--- config.mk ---
export PLATFORM = sky130hd
export DESIGN_NAME = dual_link_frame_and_line_deframer_flat
export DESIGN_NICKNAME = d
export VERILOG_FILES = /design/src/design/dlfd_pkg.sv /design/src/design/dlfd_in_if.sv /design/src/design/dlfd_out_if.sv /design/src/design/dlfd_ram.sv /design/src/design/dlfd_link.sv /design/src/design/dlfd_emit.sv /design/src/design/dual_link_frame_and_line_deframer.sv /design/src/flat_wrapper.sv
export SDC_FILE = /design/constraint.sdc
export NUM_CORES = 1
export LEC_CHECK = 0
export BUFFER_PORTS_ARGS = -buffer_cell sky130_fd_sc_hd__buf_2
export CAP_MARGIN = 30
export CORE_UTILIZATION = 40
export CTS_CLUSTER_DIAMETER = 100
export DETAILED_ROUTE_END_ITERATION = 8
export PLACE_DENSITY_LB_ADDON = 0.1
export SLEW_MARGIN = 20
export SYNTH_ARGS = -nofsm -noshare
export SYNTH_HDL_FRONTEND = slang
export SYNTH_SLANG_ARGS = --single-unit
--- constraint.sdc ---
create_clock -name clk_i -period 10.3 [get_ports clk_i]
set_input_delay 1.545 -clock clk_i [delete_from_list [all_inputs] [get_ports clk_i]]
set_output_delay 1.545 -clock clk_i [all_outputs]
set_load 0.01 [all_outputs]
--- src/design/dlfd_pkg.sv ---
`default_nettype none
// ----------------------------------------------------------------------------
// dlfd_pkg
// Types and constants shared by the dual-link frame and line deframer.
// ----------------------------------------------------------------------------
package dlfd_pkg;

  // Byte codes seen on the links
  localparam logic [7:0] START_BYTE    = 8'hAA;
  localparam logic [7:0] END_BYTE      = 8'hFF;
  localparam logic [7:0] HEARTBEAT_CMD = 8'hF0;
  localparam logic [7:0] CHAR_CR       = 8'h0D;
  localparam logic [7:0] CHAR_LF       = 8'h0A;

  // Configuration port
  localparam int REG_IDX_W = 2;
  localparam int CFG_W     = 16;
  localparam logic [REG_IDX_W-1:0] REG_FRAME_TIMEOUT = 2'd0;
  localparam logic [REG_IDX_W-1:0] REG_UART_ENABLE   = 2'd1;
  localparam logic [REG_IDX_W-1:0] REG_USB_ENABLE    = 2'd2;

  // Internal run length: eight bits, enough for runs of up to 255 bytes
  localparam int CNT_W     = 8;
  localparam int OUT_CNT_W = 5;

  typedef enum logic {
    OP_BYTE = 1'b0,
    OP_TICK = 1'b1
  } op_e;

  typedef enum logic {
    KIND_FRAME = 1'b0,
    KIND_LINE  = 1'b1
  } kind_e;

  typedef enum logic [1:0] {
    EMIT_IDLE,
    EMIT_READ,
    EMIT_SEND
  } emit_state_e;

  typedef struct packed {
    op_e         operation;
    logic        link;
    logic [7:0]  rx_byte;
    logic [31:0] now_ms;
    logic        cmd_owner;
  } in_item_t;

  typedef struct packed {
    logic                 source_link;
    kind_e                kind;
    logic [7:0]           command;
    logic [7:0]           payload_byte;
    logic [OUT_CNT_W-1:0] payload_count;
    logic                 busy_res;
    logic                 from_owner;
    logic                 last;
  } out_item_t;

  // Run request from the link state unit to the emitter
  typedef struct packed {
    logic             valid;
    logic             link;
    kind_e            kind;
    logic [7:0]       cmd;
    logic [CNT_W-1:0] count;
    logic             busy;
    logic             owner;
  } emit_req_t;

endpackage
`default_nettype wire

--- src/design/dlfd_in_if.sv ---
`default_nettype none
// ----------------------------------------------------------------------------
// dlfd_in_if
// Valid/ready channel carrying one input item (byte or tick).
// ----------------------------------------------------------------------------
interface dlfd_in_if;
  logic               valid;
  logic               ready;
  dlfd_pkg::in_item_t data;

  modport source (output valid, output data, input ready);
  modport sink   (input valid, input data, output ready);
endinterface
`default_nettype wire

--- src/design/dlfd_out_if.sv ---
`default_nettype none
// ----------------------------------------------------------------------------
// dlfd_out_if
// Valid/ready channel carrying one emitted frame or line byte.
// ----------------------------------------------------------------------------
interface dlfd_out_if;
  logic                valid;
  logic                ready;
  dlfd_pkg::out_item_t data;

  modport source (output valid, output data, input ready);
  modport sink   (input valid, input data, output ready);
endinterface
`default_nettype wire

--- src/design/dlfd_ram.sv ---
`default_nettype none
// ----------------------------------------------------------------------------
// dlfd_ram
// Generic single-write, single-read RAM with registered read data.
// ----------------------------------------------------------------------------
module dlfd_ram #(
  parameter int  WIDTH = 8,
  parameter int  DEPTH = 64,
  localparam int AW    = (DEPTH > 1) ? $clog2(DEPTH) : 1
) (
  input  wire logic             clk_i,
  input  wire logic             we_i,
  input  wire logic [AW-1:0]    waddr_i,
  input  wire logic [WIDTH-1:0] wdata_i,
  input  wire logic [AW-1:0]    raddr_i,
  output logic      [WIDTH-1:0] rdata_o
);

  logic [WIDTH-1:0] mem [DEPTH];

  always_ff @(posedge clk_i) begin
    if (we_i) begin
      mem[waddr_i] <= wdata_i;
    end
    rdata_o <= mem[raddr_i];
  end

endmodule
`default_nettype wire

--- src/design/dlfd_link.sv ---
`default_nettype none
// ----------------------------------------------------------------------------
// dlfd_link
// Per-link parser state, configuration registers and store write side.
// Decides on each accepted byte whether it extends a frame, a line, or
// closes one, and hands a run request to the emitter; ticks drop stale frames.
// ----------------------------------------------------------------------------
module dlfd_link #(
  parameter int  LINK_COUNT  = 2,
  parameter int  FRAME_BYTES = 32,
  parameter int  LINE_CHARS  = 19,
  localparam int FAW = $clog2(LINK_COUNT * FRAME_BYTES),
  localparam int LAW = (LINK_COUNT * LINE_CHARS > 1) ? $clog2(LINK_COUNT * LINE_CHARS) : 1
) (
  input  wire logic                                clk_i,
  input  wire logic                                rst_ni,
  input  wire logic                                cfg_we_i,
  input  wire logic [dlfd_pkg::REG_IDX_W-1:0]      cfg_idx_i,
  input  wire logic [dlfd_pkg::CFG_W-1:0]          cfg_data_i,
  input  wire logic                                acc_i,
  input  wire dlfd_pkg::in_item_t                  item_i,
  output logic                                     fwr_we_o,
  output logic      [FAW-1:0]                      fwr_addr_o,
  output logic      [7:0]                          fwr_data_o,
  output logic                                     lwr_we_o,
  output logic      [LAW-1:0]                      lwr_addr_o,
  output logic      [7:0]                          lwr_data_o,
  output dlfd_pkg::emit_req_t                      req_o
);
  import dlfd_pkg::*;

  localparam int FLW = $clog2(FRAME_BYTES + 1);
  localparam int LLW = $clog2(LINE_CHARS + 1);
  localparam int LW  = (LINK_COUNT > 1) ? $clog2(LINK_COUNT) : 1;

  logic [15:0]           timeout_q;
  logic                  uart_en_q;
  logic                  usb_en_q;
  logic [FLW-1:0]        flen_q      [LINK_COUNT];
  logic [FLW-1:0]        flen_d      [LINK_COUNT];
  logic [LINK_COUNT-1:0] in_frame_q, in_frame_d;
  logic [LINK_COUNT-1:0] ff_q, ff_d;
  logic [7:0]            cmd_q       [LINK_COUNT];
  logic [7:0]            cmd_d       [LINK_COUNT];
  logic [31:0]           last_time_q [LINK_COUNT];
  logic [31:0]           last_time_d [LINK_COUNT];
  logic [LLW-1:0]        llen_q      [LINK_COUNT];
  logic [LLW-1:0]        llen_d      [LINK_COUNT];

  // Configuration writes
  always_ff @(posedge clk_i or negedge rst_ni) begin
    if (!rst_ni) begin
      timeout_q <= 16'd200;
      uart_en_q <= 1'b1;
      usb_en_q  <= 1'b0;
    end else if (cfg_we_i) begin
      case (cfg_idx_i)
        REG_FRAME_TIMEOUT: timeout_q <= cfg_data_i;
        REG_UART_ENABLE:   uart_en_q <= cfg_data_i[0];
        REG_USB_ENABLE:    usb_en_q  <= cfg_data_i[0];
        default: ;
      endcase
    end
  end

  // Byte and tick handling
  always_comb begin
    logic [LW-1:0]  lidx;
    logic           link_ok;
    logic           en;
    logic           is_owner;
    logic           open;
    logic [FLW-1:0] len;
    logic [7:0]     b;

    flen_d      = flen_q;
    in_frame_d  = in_frame_q;
    ff_d        = ff_q;
    cmd_d       = cmd_q;
    last_time_d = last_time_q;
    llen_d      = llen_q;
    fwr_we_o    = 1'b0;
    fwr_addr_o  = '0;
    fwr_data_o  = item_i.rx_byte;
    lwr_we_o    = 1'b0;
    lwr_addr_o  = '0;
    lwr_data_o  = item_i.rx_byte;
    req_o       = '0;

    b        = item_i.rx_byte;
    lidx     = LW'(item_i.link);
    link_ok  = (int'(item_i.link) < LINK_COUNT);
    en       = item_i.link ? usb_en_q : uart_en_q;
    is_owner = (item_i.link == item_i.cmd_owner);
    open     = (b == START_BYTE) && !in_frame_q[lidx];
    len      = open ? '0 : flen_q[lidx];

    if (acc_i && item_i.operation == OP_TICK) begin
      // Drop partial frames that have been silent too long
      for (int li = 0; li < LINK_COUNT; li++) begin
        if (in_frame_q[li] && (item_i.now_ms - last_time_q[li]) > 32'(timeout_q)) begin
          in_frame_d[li] = 1'b0;
          flen_d[li]     = '0;
        end
      end
    end else if (acc_i && link_ok && en) begin
      if (in_frame_q[lidx] || open) begin
        if (len == FLW'(FRAME_BYTES)) begin
          // overflow: frame and byte are dropped
          in_frame_d[lidx] = 1'b0;
        end else begin
          fwr_we_o          = 1'b1;
          fwr_addr_o        = FAW'(lidx) * FAW'(FRAME_BYTES) + FAW'(len);
          last_time_d[lidx] = item_i.now_ms;
          ff_d[lidx]        = (b == END_BYTE);
          if (len == FLW'(1)) begin
            cmd_d[lidx] = b;
          end
          if (len >= FLW'(2) && ff_q[lidx] && b == END_BYTE) begin
            // FF FF closes the frame: emit command plus bytes after it
            in_frame_d[lidx] = 1'b0;
            flen_d[lidx]     = '0;
            req_o.valid      = 1'b1;
            req_o.link       = item_i.link;
            req_o.kind       = KIND_FRAME;
            req_o.cmd        = cmd_q[lidx];
            req_o.count      = CNT_W'(len - FLW'(1));
            req_o.busy       = !is_owner && (cmd_q[lidx] != HEARTBEAT_CMD);
            req_o.owner      = is_owner;
          end else begin
            in_frame_d[lidx] = 1'b1;
            flen_d[lidx]     = len + 1'b1;
          end
        end
      end else if (b != CHAR_CR) begin
        if (b != CHAR_LF && llen_q[lidx] < LLW'(LINE_CHARS)) begin
          lwr_we_o     = 1'b1;
          lwr_addr_o   = LAW'(lidx) * LAW'(LINE_CHARS) + LAW'(llen_q[lidx]);
          llen_d[lidx] = llen_q[lidx] + 1'b1;
        end else begin
          // end of line: LF or a full line
          llen_d[lidx] = '0;
          if (llen_q[lidx] != '0) begin
            req_o.valid = 1'b1;
            req_o.link  = item_i.link;
            req_o.kind  = KIND_LINE;
            req_o.cmd   = '0;
            req_o.count = CNT_W'(llen_q[lidx]);
            req_o.busy  = 1'b0;
            req_o.owner = is_owner;
          end
        end
      end
    end
  end

  // Link state registers
  always_ff @(posedge clk_i or negedge rst_ni) begin
    if (!rst_ni) begin
      in_frame_q <= '0;
      ff_q       <= '0;
      for (int li = 0; li < LINK_COUNT; li++) begin
        flen_q[li]      <= '0;
        last_time_q[li] <= '0;
        llen_q[li]      <= '0;
      end
    end else begin
      in_frame_q  <= in_frame_d;
      ff_q        <= ff_d;
      flen_q      <= flen_d;
      last_time_q <= last_time_d;
      llen_q      <= llen_d;
    end
  end

  // Command byte of the open frame
  always_ff @(posedge clk_i) begin
    cmd_q <= cmd_d;
  end

  for (genvar gi = 0; gi < LINK_COUNT; gi++) begin : g_chk
    a_flen_bound: assert property (@(posedge clk_i) disable iff (!rst_ni)
      flen_q[gi] <= FLW'(FRAME_BYTES))
      else $error("frame length past frame size");
  end

endmodule
`default_nettype wire

--- src/design/dlfd_emit.sv ---
`default_nettype none
// ----------------------------------------------------------------------------
// dlfd_emit
// Run sequencer: reads a stored frame or line one byte at a time from
// its store and pushes each byte into the output register.
// ----------------------------------------------------------------------------
module dlfd_emit #(
  parameter int  LINK_COUNT  = 2,
  parameter int  FRAME_BYTES = 32,
  parameter int  LINE_CHARS  = 19,
  localparam int FAW = $clog2(LINK_COUNT * FRAME_BYTES),
  localparam int LAW = (LINK_COUNT * LINE_CHARS > 1) ? $clog2(LINK_COUNT * LINE_CHARS) : 1
) (
  input  wire logic                 clk_i,
  input  wire logic                 rst_ni,
  input  wire dlfd_pkg::emit_req_t  req_i,
  output logic                      idle_o,
  output logic      [FAW-1:0]       frd_addr_o,
  input  wire logic [7:0]           frd_data_i,
  output logic      [LAW-1:0]       lrd_addr_o,
  input  wire logic [7:0]           lrd_data_i,
  dlfd_out_if.source                out_o
);
  import dlfd_pkg::*;

  emit_state_e      state_q, state_d;
  emit_req_t        req_q;
  logic [CNT_W-1:0] idx_q;
  logic             load;
  logic             is_last;
  logic             out_valid_q;
  out_item_t        out_data_q;
  logic [7:0]       rd_byte;

  assign idle_o      = (state_q == EMIT_IDLE);
  assign is_last     = (CNT_W'(idx_q + 1'b1) == req_q.count);
  assign frd_addr_o  = FAW'(req_q.link) * FAW'(FRAME_BYTES) + FAW'(idx_q) + FAW'(2);
  assign lrd_addr_o  = LAW'(req_q.link) * LAW'(LINE_CHARS) + LAW'(idx_q);
  assign rd_byte     = (req_q.kind == KIND_LINE) ? lrd_data_i : frd_data_i;
  assign out_o.valid = out_valid_q;
  assign out_o.data  = out_data_q;

  // Next state: a read state, then a send state for each byte; send waits while the output is full and not taken
  always_comb begin
    state_d = state_q;
    load    = 1'b0;
    case (state_q)
      EMIT_IDLE: begin
        if (req_i.valid) begin
          state_d = EMIT_READ;
        end
      end
      EMIT_READ: begin
        state_d = EMIT_SEND;
      end
      EMIT_SEND: begin
        if (!out_valid_q || out_o.ready) begin
          load    = 1'b1;
          state_d = is_last ? EMIT_IDLE : EMIT_READ;
        end
      end
      default: begin
        state_d = EMIT_IDLE;
      end
    endcase
  end

  always_ff @(posedge clk_i or negedge rst_ni) begin
    if (!rst_ni) begin
      state_q     <= EMIT_IDLE;
      out_valid_q <= 1'b0;
      idx_q       <= '0;
    end else begin
      state_q <= state_d;
      if (load) begin
        out_valid_q <= 1'b1;
      end else if (out_o.ready) begin
        out_valid_q <= 1'b0;
      end
      if (state_q == EMIT_IDLE && req_i.valid) begin
        idx_q <= '0;
      end else if (load) begin
        idx_q <= idx_q + 1'b1;
      end
    end
  end

  // Run descriptor and output payload
  always_ff @(posedge clk_i) begin
    if (state_q == EMIT_IDLE && req_i.valid) begin
      req_q <= req_i;
    end
    if (load) begin
      out_data_q.source_link   <= req_q.link;
      out_data_q.kind          <= req_q.kind;
      out_data_q.command       <= req_q.cmd;
      out_data_q.payload_byte  <= rd_byte;
      out_data_q.payload_count <= req_q.count[OUT_CNT_W-1:0];
      out_data_q.busy_res      <= req_q.busy;
      out_data_q.from_owner    <= req_q.owner;
      out_data_q.last          <= is_last;
    end
  end

  a_req_when_idle: assert property (@(posedge clk_i) disable iff (!rst_ni)
    req_i.valid |-> state_q == EMIT_IDLE)
    else $error("run request while a run is in progress");

  a_read_then_send: assert property (@(posedge clk_i) disable iff (!rst_ni)
    state_q == EMIT_READ |=> state_q == EMIT_SEND)
    else $error("read cycle not followed by send");

  a_idx_in_run: assert property (@(posedge clk_i) disable iff (!rst_ni)
    state_q != EMIT_IDLE |-> idx_q < req_q.count)
    else $error("run index past run length");

endmodule
`default_nettype wire

--- src/design/dual_link_frame_and_line_deframer.sv ---
`default_nettype none
// ----------------------------------------------------------------------------
// dual_link_frame_and_line_deframer
// Two-link binary frame parser and text line assembler.
// ----------------------------------------------------------------------------
// An input transaction is either a received byte or a time tick. A byte that
// produces no output, and every tick, is taken while the block is idle. A byte
// that closes a frame or a line starts a run of N output transactions; each
// byte passes a read state for the store's registered read and a send state
// that loads the output register, held while the output stalls, and the input
// is not ready until the last byte of the run is in the output register. Frames
// and lines live in two RAMs, LINK_COUNT*FRAME_BYTES and
// LINK_COUNT*LINE_CHARS bytes deep; per-link lengths, flags and timestamps
// are kept in flip-flops. No clearing pass is needed after reset.
module dual_link_frame_and_line_deframer #(
  parameter int LINK_COUNT  = 2,
  parameter int FRAME_BYTES = 32,
  parameter int LINE_CHARS  = 19
) (
  input  wire logic                           clk_i,
  input  wire logic                           rst_ni,
  input  wire logic                           cfg_we_i,
  input  wire logic [dlfd_pkg::REG_IDX_W-1:0] cfg_idx_i,
  input  wire logic [dlfd_pkg::CFG_W-1:0]     cfg_data_i,
  dlfd_in_if.sink                             in_i,
  dlfd_out_if.source                          out_o
);
  import dlfd_pkg::*;

  localparam int FD  = LINK_COUNT * FRAME_BYTES;
  localparam int LD  = LINK_COUNT * LINE_CHARS;
  localparam int FAW = $clog2(FD);
  localparam int LAW = (LD > 1) ? $clog2(LD) : 1;

  logic           acc;
  logic           idle;
  emit_req_t      req;
  logic           fwr_we, lwr_we;
  logic [FAW-1:0] fwr_addr, frd_addr;
  logic [LAW-1:0] lwr_addr, lrd_addr;
  logic [7:0]     fwr_data, lwr_data, frd_data, lrd_data;

  assign in_i.ready = idle;
  assign acc        = in_i.valid && idle;

  dlfd_link #(
    .LINK_COUNT  (LINK_COUNT),
    .FRAME_BYTES (FRAME_BYTES),
    .LINE_CHARS  (LINE_CHARS)
  ) u_link (
    .clk_i      (clk_i),
    .rst_ni     (rst_ni),
    .cfg_we_i   (cfg_we_i),
    .cfg_idx_i  (cfg_idx_i),
    .cfg_data_i (cfg_data_i),
    .acc_i      (acc),
    .item_i     (in_i.data),
    .fwr_we_o   (fwr_we),
    .fwr_addr_o (fwr_addr),
    .fwr_data_o (fwr_data),
    .lwr_we_o   (lwr_we),
    .lwr_addr_o (lwr_addr),
    .lwr_data_o (lwr_data),
    .req_o      (req)
  );

  // Frame byte store
  dlfd_ram #(
    .WIDTH (8),
    .DEPTH (FD)
  ) u_frame_ram (
    .clk_i   (clk_i),
    .we_i    (fwr_we),
    .waddr_i (fwr_addr),
    .wdata_i (fwr_data),
    .raddr_i (frd_addr),
    .rdata_o (frd_data)
  );

  // Line character store
  dlfd_ram #(
    .WIDTH (8),
    .DEPTH (LD)
  ) u_line_ram (
    .clk_i   (clk_i),
    .we_i    (lwr_we),
    .waddr_i (lwr_addr),
    .wdata_i (lwr_data),
    .raddr_i (lrd_addr),
    .rdata_o (lrd_data)
  );

  dlfd_emit #(
    .LINK_COUNT  (LINK_COUNT),
    .FRAME_BYTES (FRAME_BYTES),
    .LINE_CHARS  (LINE_CHARS)
  ) u_emit (
    .clk_i      (clk_i),
    .rst_ni     (rst_ni),
    .req_i      (req),
    .idle_o     (idle),
    .frd_addr_o (frd_addr),
    .frd_data_i (frd_data),
    .lrd_addr_o (lrd_addr),
    .lrd_data_i (lrd_data),
    .out_o      (out_o)
  );

endmodule
`default_nettype wire

--- src/flat_wrapper.sv ---
// flat-port wrapper written by rule: the top's interface ports become plain ports
module dual_link_frame_and_line_deframer_flat import dlfd_pkg::*;
#(
  parameter int LINK_COUNT  = 2,
  parameter int FRAME_BYTES = 32,
  parameter int LINE_CHARS  = 19
)
  (clk_i, rst_ni, cfg_we_i, cfg_idx_i, cfg_data_i, in_i_valid, in_i_data, in_i_ready, out_o_valid, out_o_data, out_o_ready);
  dlfd_in_if in_i_i ();
  dlfd_out_if out_o_i ();
  input  wire logic clk_i;
  input  wire logic rst_ni;
  input  wire logic cfg_we_i;
  input  wire logic [dlfd_pkg::REG_IDX_W-1:0] cfg_idx_i;
  input  wire logic [dlfd_pkg::CFG_W-1:0] cfg_data_i;
  input wire logic [$bits(in_i_i.valid)-1:0] in_i_valid;
  input wire logic [$bits(in_i_i.data)-1:0] in_i_data;
  output wire logic [$bits(in_i_i.ready)-1:0] in_i_ready;
  output wire logic [$bits(out_o_i.valid)-1:0] out_o_valid;
  output wire logic [$bits(out_o_i.data)-1:0] out_o_data;
  input wire logic [$bits(out_o_i.ready)-1:0] out_o_ready;
  assign in_i_i.valid = in_i_valid;
  assign in_i_i.data = in_i_data;
  assign in_i_ready = in_i_i.ready;
  assign out_o_valid = out_o_i.valid;
  assign out_o_data = out_o_i.data;
  assign out_o_i.ready = out_o_ready;
  dual_link_frame_and_line_deframer #(.LINK_COUNT(LINK_COUNT), .FRAME_BYTES(FRAME_BYTES), .LINE_CHARS(LINE_CHARS)) u_core (.clk_i(clk_i), .rst_ni(rst_ni), .cfg_we_i(cfg_we_i), .cfg_idx_i(cfg_idx_i), .cfg_data_i(cfg_data_i), .in_i(in_i_i), .out_o(out_o_i));
endmodule
=== After elaboration in Yosys (flattened, before gate mapping) ===
Memory sizes are Yosys's and may differ from the RTL's. A register that Yosys moved wholly into a read port is not among the register bits.
Index checks and enable logic that the tools add are counted.
W data, S select, Z words.

* Flip-flop bits (word level): 181
* Bits in writable memories: 816
* Bits of input ports: 66
* Output and inout port bits: 28
* Word-level logic and storage cells: 207
* Memories kept: 2

{| class="wikitable"
|+ Memory list
! memory !! depth !! bits a word !! rd ports !! clocked after memory_dff !! write ports !! RTL line !! text
|-
| u_core.u_frame_ram.mem || 64 || 8 || 1 || 1 || 1 || dlfd_ram.sv:19 || <nowiki>logic [WIDTH-1:0] mem [DEPTH];</nowiki>
|-
| u_core.u_line_ram.mem || 38 || 8 || 1 || 1 || 1 || dlfd_ram.sv:19 ||
|}

* Add/sub/neg operators: 11
* $mul: 2
* $lt $le $gt $ge: 8
* Equal/unequal tests: 18
* Mux-type cells: 86
* Bitwise gates (word level): 12
* Reductions and logical operators: 37

{| class="wikitable"
|+ Operator list
! kind !! count
|-
| $mux W21 || 8
|-
| $mux W6 || 16
|-
| $bwmux W64 || 1
|-
| $gt A32 B16 Y1 || 2
|-
| $sub A32 B32 Y32 || 2
|-
| $mux W12 || 5
|-
| $mux W8 || 7
|-
| $demux W32 S1 || 1
|-
| $mux W32 || 1
|-
| $mux W1 || 26
|-
| $mux W5 || 4
|-
| $add A6 B6 Y6 || 3
|-
| $bwmux W16 || 1
|-
| $eq A8 B8 Y1 const B || 2
|-
| $ne A8 B4 Y1 const B || 2
|-
| $reduce_and A4 Y1 || 4
|-
| $mux W2 || 7
|-
| $logic_and A1 B1 Y1 || 13
|-
| $and A12 B12 Y12 || 1
|-
| $bwmux W12 || 1
|-
| $mul A1 B5 Y6 const B || 2
|-
| $not A12 Y12 || 1
|-
| $and A10 B10 Y10 || 1
|-
| $bwmux W10 || 1
|-
| 43 further kinds || 62
|}

=== Longest topological paths before layout ===
* Depth after elaboration: 15
* Depth in mapped cells: 21
* Mapped depth without buffers: 21

=== Modules after synthesis ===
Synthesis repeated with hierarchy kept, for this count alone.

* Cells, all modules: 3046
* Area, all modules: 45718.8 µm²

{| class="wikitable"
|+ Modules (own cells, without submodules)
! module !! instances !! cells an instance !! area each (µm²) !! seq. area each (µm²)
|-
| dlfd_ram at u_core.u_frame_ram || 1 || 967 || 20236.9 || 15534.9
|-
| dlfd_ram at u_core.u_line_ram || 1 || 678 || 12393.1 || 9288.9
|-
| dlfd_link || 1 || 1233 || 10626.4 || 3188.1
|-
| dlfd_emit || 1 || 167 || 2456.1 || 1656.6
|-
| dual_link_frame_and_line_deframer || 1 || 1 || 6.3 || 0.0
|}

=== Worst setup path after synthesis ===
OpenSTA, ideal clock, no wires.

* Path kind: input to register
* From: input port in_i_data[1]
* To: register u_core.u_link.flen_q[11] (netlist name)
* Library setup time: 0.082 ns
* Arrival: 5.019 ns
* Data required time: 10.218 ns
* Path slack: 5.198 ns
* Stages: 19
* Buffers on the path: 0
* Cells stage by stage: inv_1 ha_1 fa_1 nor2b_4 o2111ai_1 a211oi_1 nor3_4 o21ai_0 xor2_1 ha_1 nand4_1 nor2_1 nand4_1 o21ai_0 nand3_1 a2111o_1 nor4_4 nor2_2 o22ai_2

* Word-level cells in the longest chain between the ends: 5

{| class="wikitable"
|+ RTL lines
! item !! RTL line !! text
|-
| from (decl) || flat_wrapper.sv:17 || <nowiki>input wire logic [$bits(in_i_i.data)-1:0] in_i_data;</nowiki>
|-
| $sub A32 B32 Y32 || dlfd_link.sv:101 || <nowiki>if (in_frame_q[li] && (item_i.now_ms - last_time_q[li]) > 32'(timeout_q)) begin</nowiki>
|-
| $gt A32 B16 Y1 || dlfd_link.sv:101 ||
|-
| $logic_and A1 B1 Y1 || dlfd_link.sv:101 ||
|-
| $ne A2 B1 Y1 (no line) || n/a ||
|-
| $reduce_and A4 Y1 (no line) || n/a ||
|-
| to (signal assigned) || dlfd_link.sv:170 || <nowiki>flen_q <= flen_d;</nowiki>
|-
| to (decl) || dlfd_link.sv:39 || <nowiki>logic [FLW-1:0] flen_q [LINK_COUNT];</nowiki>
|}

Every way passes these cells.
A chain may end at the register's enable or synchronous reset.

=== Final worst setup path ===
* From: input port in_i_data[41]
* To: memory u_core.u_frame_ram.mem[36][4] (enable)

* Word-level cells in the longest chain between the ends: 12
* Elaborated cells on any way between the ends: 24
* Those cells by class: 1 x add/sub; 1 x eq/ne; 17 x mux; 1 x bitwise; 4 x reduce/logical

{| class="wikitable"
|+ RTL lines
! item !! RTL line
|-
| parallel branches: the longest is 12 deep, another holds $add A6 B6 Y6 || n/a
|-
| to (decl) || dlfd_ram.sv:19
|}

Several ways; the timed one is not identified. The select of a mux whose other input is x is not followed.

==> flow_metrics.py <==
metrics = {
    "global_routing": {
        "grt_max_degree": 77,
        "overflow": 0,
        "antenna_found_initial": 4,
        "grt_pass1_wl_mm": 170,
        "grt_pass1_vias": 25421,
        "grt_usage_pct": 20.5,
    },
    "logic_synthesis": {
        "ys.flop_type": "edfxtp_1",
        "async_reset_ff_share_pct": 11.8,
        "ys_ff_latch": 1012,
        "syn_inst": 2792,
        "synthTopCellsByArea": "edfxtp_1 59%, mux4_2 13%, dfrtp_1 6.5%",
        "yosys.area.top_type": "edfxtp_1",
        "synth_common_cells": "877 x edfxtp_1, 256 x mux4_2, 223 x nand2_1, 213 x nor2_1, 165 x o21ai_0",
        "yosys_warnings": 0,
        "synth_nets": 2971,
        "yosysMostFrequentCell": "edfxtp_1",
        "synth_edf_count": 877,
        "yosys.area.top_type_share_pct": 59.2,
        "avgSynthCellArea_um2": 15.9,
        "synthDistinctLibCells": 82,
        "ys_seq_area_share_pct": 66.7,
        "syn_area_um2": 44500,
    },
    "cts": {
        "numCtsBuffers": 106,
        "path_clk_slew_ns": 0.06,
        "cts-resized-gates": 0,
        "max-clock-path-buffers": 3,
        "clock-sinks": 1012,
        "root_buffer": "clkbuf_16",
        "h-tree-depth": 3,
        "post-cts-setup-buffers": 0,
        "clock_latency_ns": 0.69,
        "cts_tree": "yes",
        "hold_buffers": 0,
    },
    "placed_design": {
        "finalWeightedCongestion": 0.858,
        "place_hpwl_mm": 77.4,
        "portBuffers": 93,
        "dpl.cell_count": 4280,
    },
    "sta": {
        "fin_crit_sh_pct": 53.0,
        "fin_crit_ns": 5.46,
        "rsz0062_at_grt": "no",
        "slew_viol_final": 0,
        "clock_skew_ns": 0.0361,
        "setup_viol": 0,
        "hold_viol": 0,
        "tightest_slew_ns": 0.973,
        "fmax_ghz": 0.183,
        "whs_ns": 0.401,
        "tns_ns": 0,
        "slew_headroom_pct": 34.9,
    },
    "hold_path": {
        "hp-class": "flip-flop to flip-flop",
        "hold_start": "u_core.u_emit.req_q[14]",
    },
    "finish": {
        "post-route-util_pct": 45.9,
        "drive_gt1_share_pct": 20.2,
        "final_nets": 3095,
        "fin_cells": 4484,
        "area_growth_syn_to_layout_pct": 13.0,
    },
    "worst_setup_path": {
        "r2r-end": "u_core.u_link.flen_q[11]",
        "worstReg2RegStart": "u_core.u_link.last_time_q[36]",
        "path_class": "input pin to flip-flop",
        "rrSetupSlack_ns": 5.68,
        "cp-startpoint": "in_i_data[41]",
        "crit_path_end_kind": "flip-flop",
        "critical_path.max_fanout": 42,
        "crit_path_start_kind": "input pin",
        "critPathArrivalTime_ns": 5.75,
        "cp_data_required_time_ns": 10.59,
        "endpoint": "u_core.u_frame_ram.mem[36][4]",
        "rr_worst_depth": 19,
    },
    "pwr": {
        "power_density_nw_per_um2": 196,
        "ir_drop_mv": 0.153,
        "p_leak_uw": 0.0174,
    },
    "floorplanning": {
        "start_util_pct": 40.6,
        "io_pins": 94,
        "coreArea_um2": 109000,
        "die_x_um": 335,
        "die_area_um2": 112000,
        "row_count": 121,
        "die_y_um": 335,
    },
    "drt": {
        "via_per_inst": 5.57,
        "wl_mm": 114,
        "drt_iter0_drc": 2112,
        "vias": 24991,
        "ant_nets": 0,
        "dr.pass1.iters": 6,
        "wl_per_cell_um": 25.5,
        "drc": 0,
    },
    "job": {
        "maxCapViolations": 0,
    },
    "status": {
        "status": "finished clean",
    },
}
[power by group]
part,switching [uW],internal (uW)
combinational,830,642
clock,1600,2150
sequential,76.2,4540
total,2510,7330
[critical path, stage by stage]
cell and delay [ns]:
buf_2 0.08, buf_4 0.47, mux2i_1 0.27, and4_1 0.29, nor2_1 0.41, inv_1 0.18, ha_1 0.21, nand2_1 0.05
nor2_1 0.07, a21oi_2 0.39, o221ai_1 0.45, or3_1 0.62, nor2_1 0.63
[logic make-up after synthesis]
family	Yosys count	synth area share [%]
AOI/OAI and AO/OA	417	5.79
xor gates and xnor gates	79	1.56
adders and majority gates	113	3.25
muxes	315	14.3
and+or+nand+nor	631	6.44
buffers and inverters	225	1.95
DFF	1012	66.7
[registers in the layout, summed over array words and instances (netlist names), 8 cells and up]
name and cells:
u_core.u_frame_ram.mem 512, u_core.u_line_ram.mem 304, u_core.u_link.last_time_q 64, u_core.u_emit.out_o.data 26, u_core.u_emit.req_q 19, u_core.u_link.cmd_q 16
u_core.u_link.timeout_q 16, u_core.u_link.flen_q 12, u_core.u_link.llen_q 10, u_core.u_emit.idx_q 8, u_core.u_frame_ram.rdata_o 8, u_core.u_line_ram.rdata_o 8
[layout make-up]
| cell class | count | area (um2) |
|---|---|---|
| fillers | 9490 | 59200 |
| flip-flops and latches | 1012 | 29600 |
| multi-input cells | 1555 | 14000 |
| clock buffers | 145 | 2930 |
| well taps | 1476 | 1850 |
| repair buffers | 133 | 901 |
| clock inverters | 54 | 499 |
| inverters | 108 | 405 |
| diodes | 1 | 2.50 |
[placed cells by master (no fill, tap or decap), types with 14 or more instances in the layout]
master	synthesis	layout
a21o_1	31	31
a21oi_1	88	88
a31oi_1	14	14
buf_2	14	84
buf_4	1	41
clkbuf_1	77	27
clkbuf_16	0	107
clkinv_1	0	19
clkinv_2	0	17
dfrtp_1	115	113
dfxtp_1	16	16
edfxtp_1	877	877
ha_1	109	108
inv_1	108	108
mux2_2	19	19
mux2i_1	40	40
mux4_2	256	256
nand2_1	223	223
nand3_1	50	50
nand4_1	30	30
nor2_1	213	213
nor3_1	23	23
o21ai_0	165	165
xnor2_1	41	39
xor2_1	38	37
[metrics by stage]
step / setup slack, ns / power (uW) / area, um2
floorplan: 5.20 / 5660 / 44500
global placement: 4.36 / 6170 / 46600
detailed placement: 4.18 / 6190 / 46800
CTS: 4.89 / 9960 / 50200
global route: 4.58 / 10200 / 50200
finish: 4.84 / 9840 / 50200
[routing by layer]
layer / vias to the layer above / track usage, % / routed length [um]
li1: 11153 / - / -
met1: 12938 / 28.6 / 50900
met2: 750 / 34.1 / 55600
met3: 150 / 2.89 / 5450
met4: 0 / 4.47 / 2430
met5: - / 0 / 0
[worst min path at each step]
stage | end | depth (start not counted)
2_1_floorplan | u_core.u_emit.out_o.data[16] | 0
3_3_place_gp | u_core.u_emit.out_o.data[2] | 0
3_5_place_dp | u_core.u_emit.out_o.data[2] | 0
4_1_cts | u_core.u_emit.out_o.data[20] | 0
5_1_grt | u_core.u_emit.out_o.data[20] | 0
6_report | u_core.u_emit.out_o.data[20] | 0
Power figures use the tool's default switching activity.
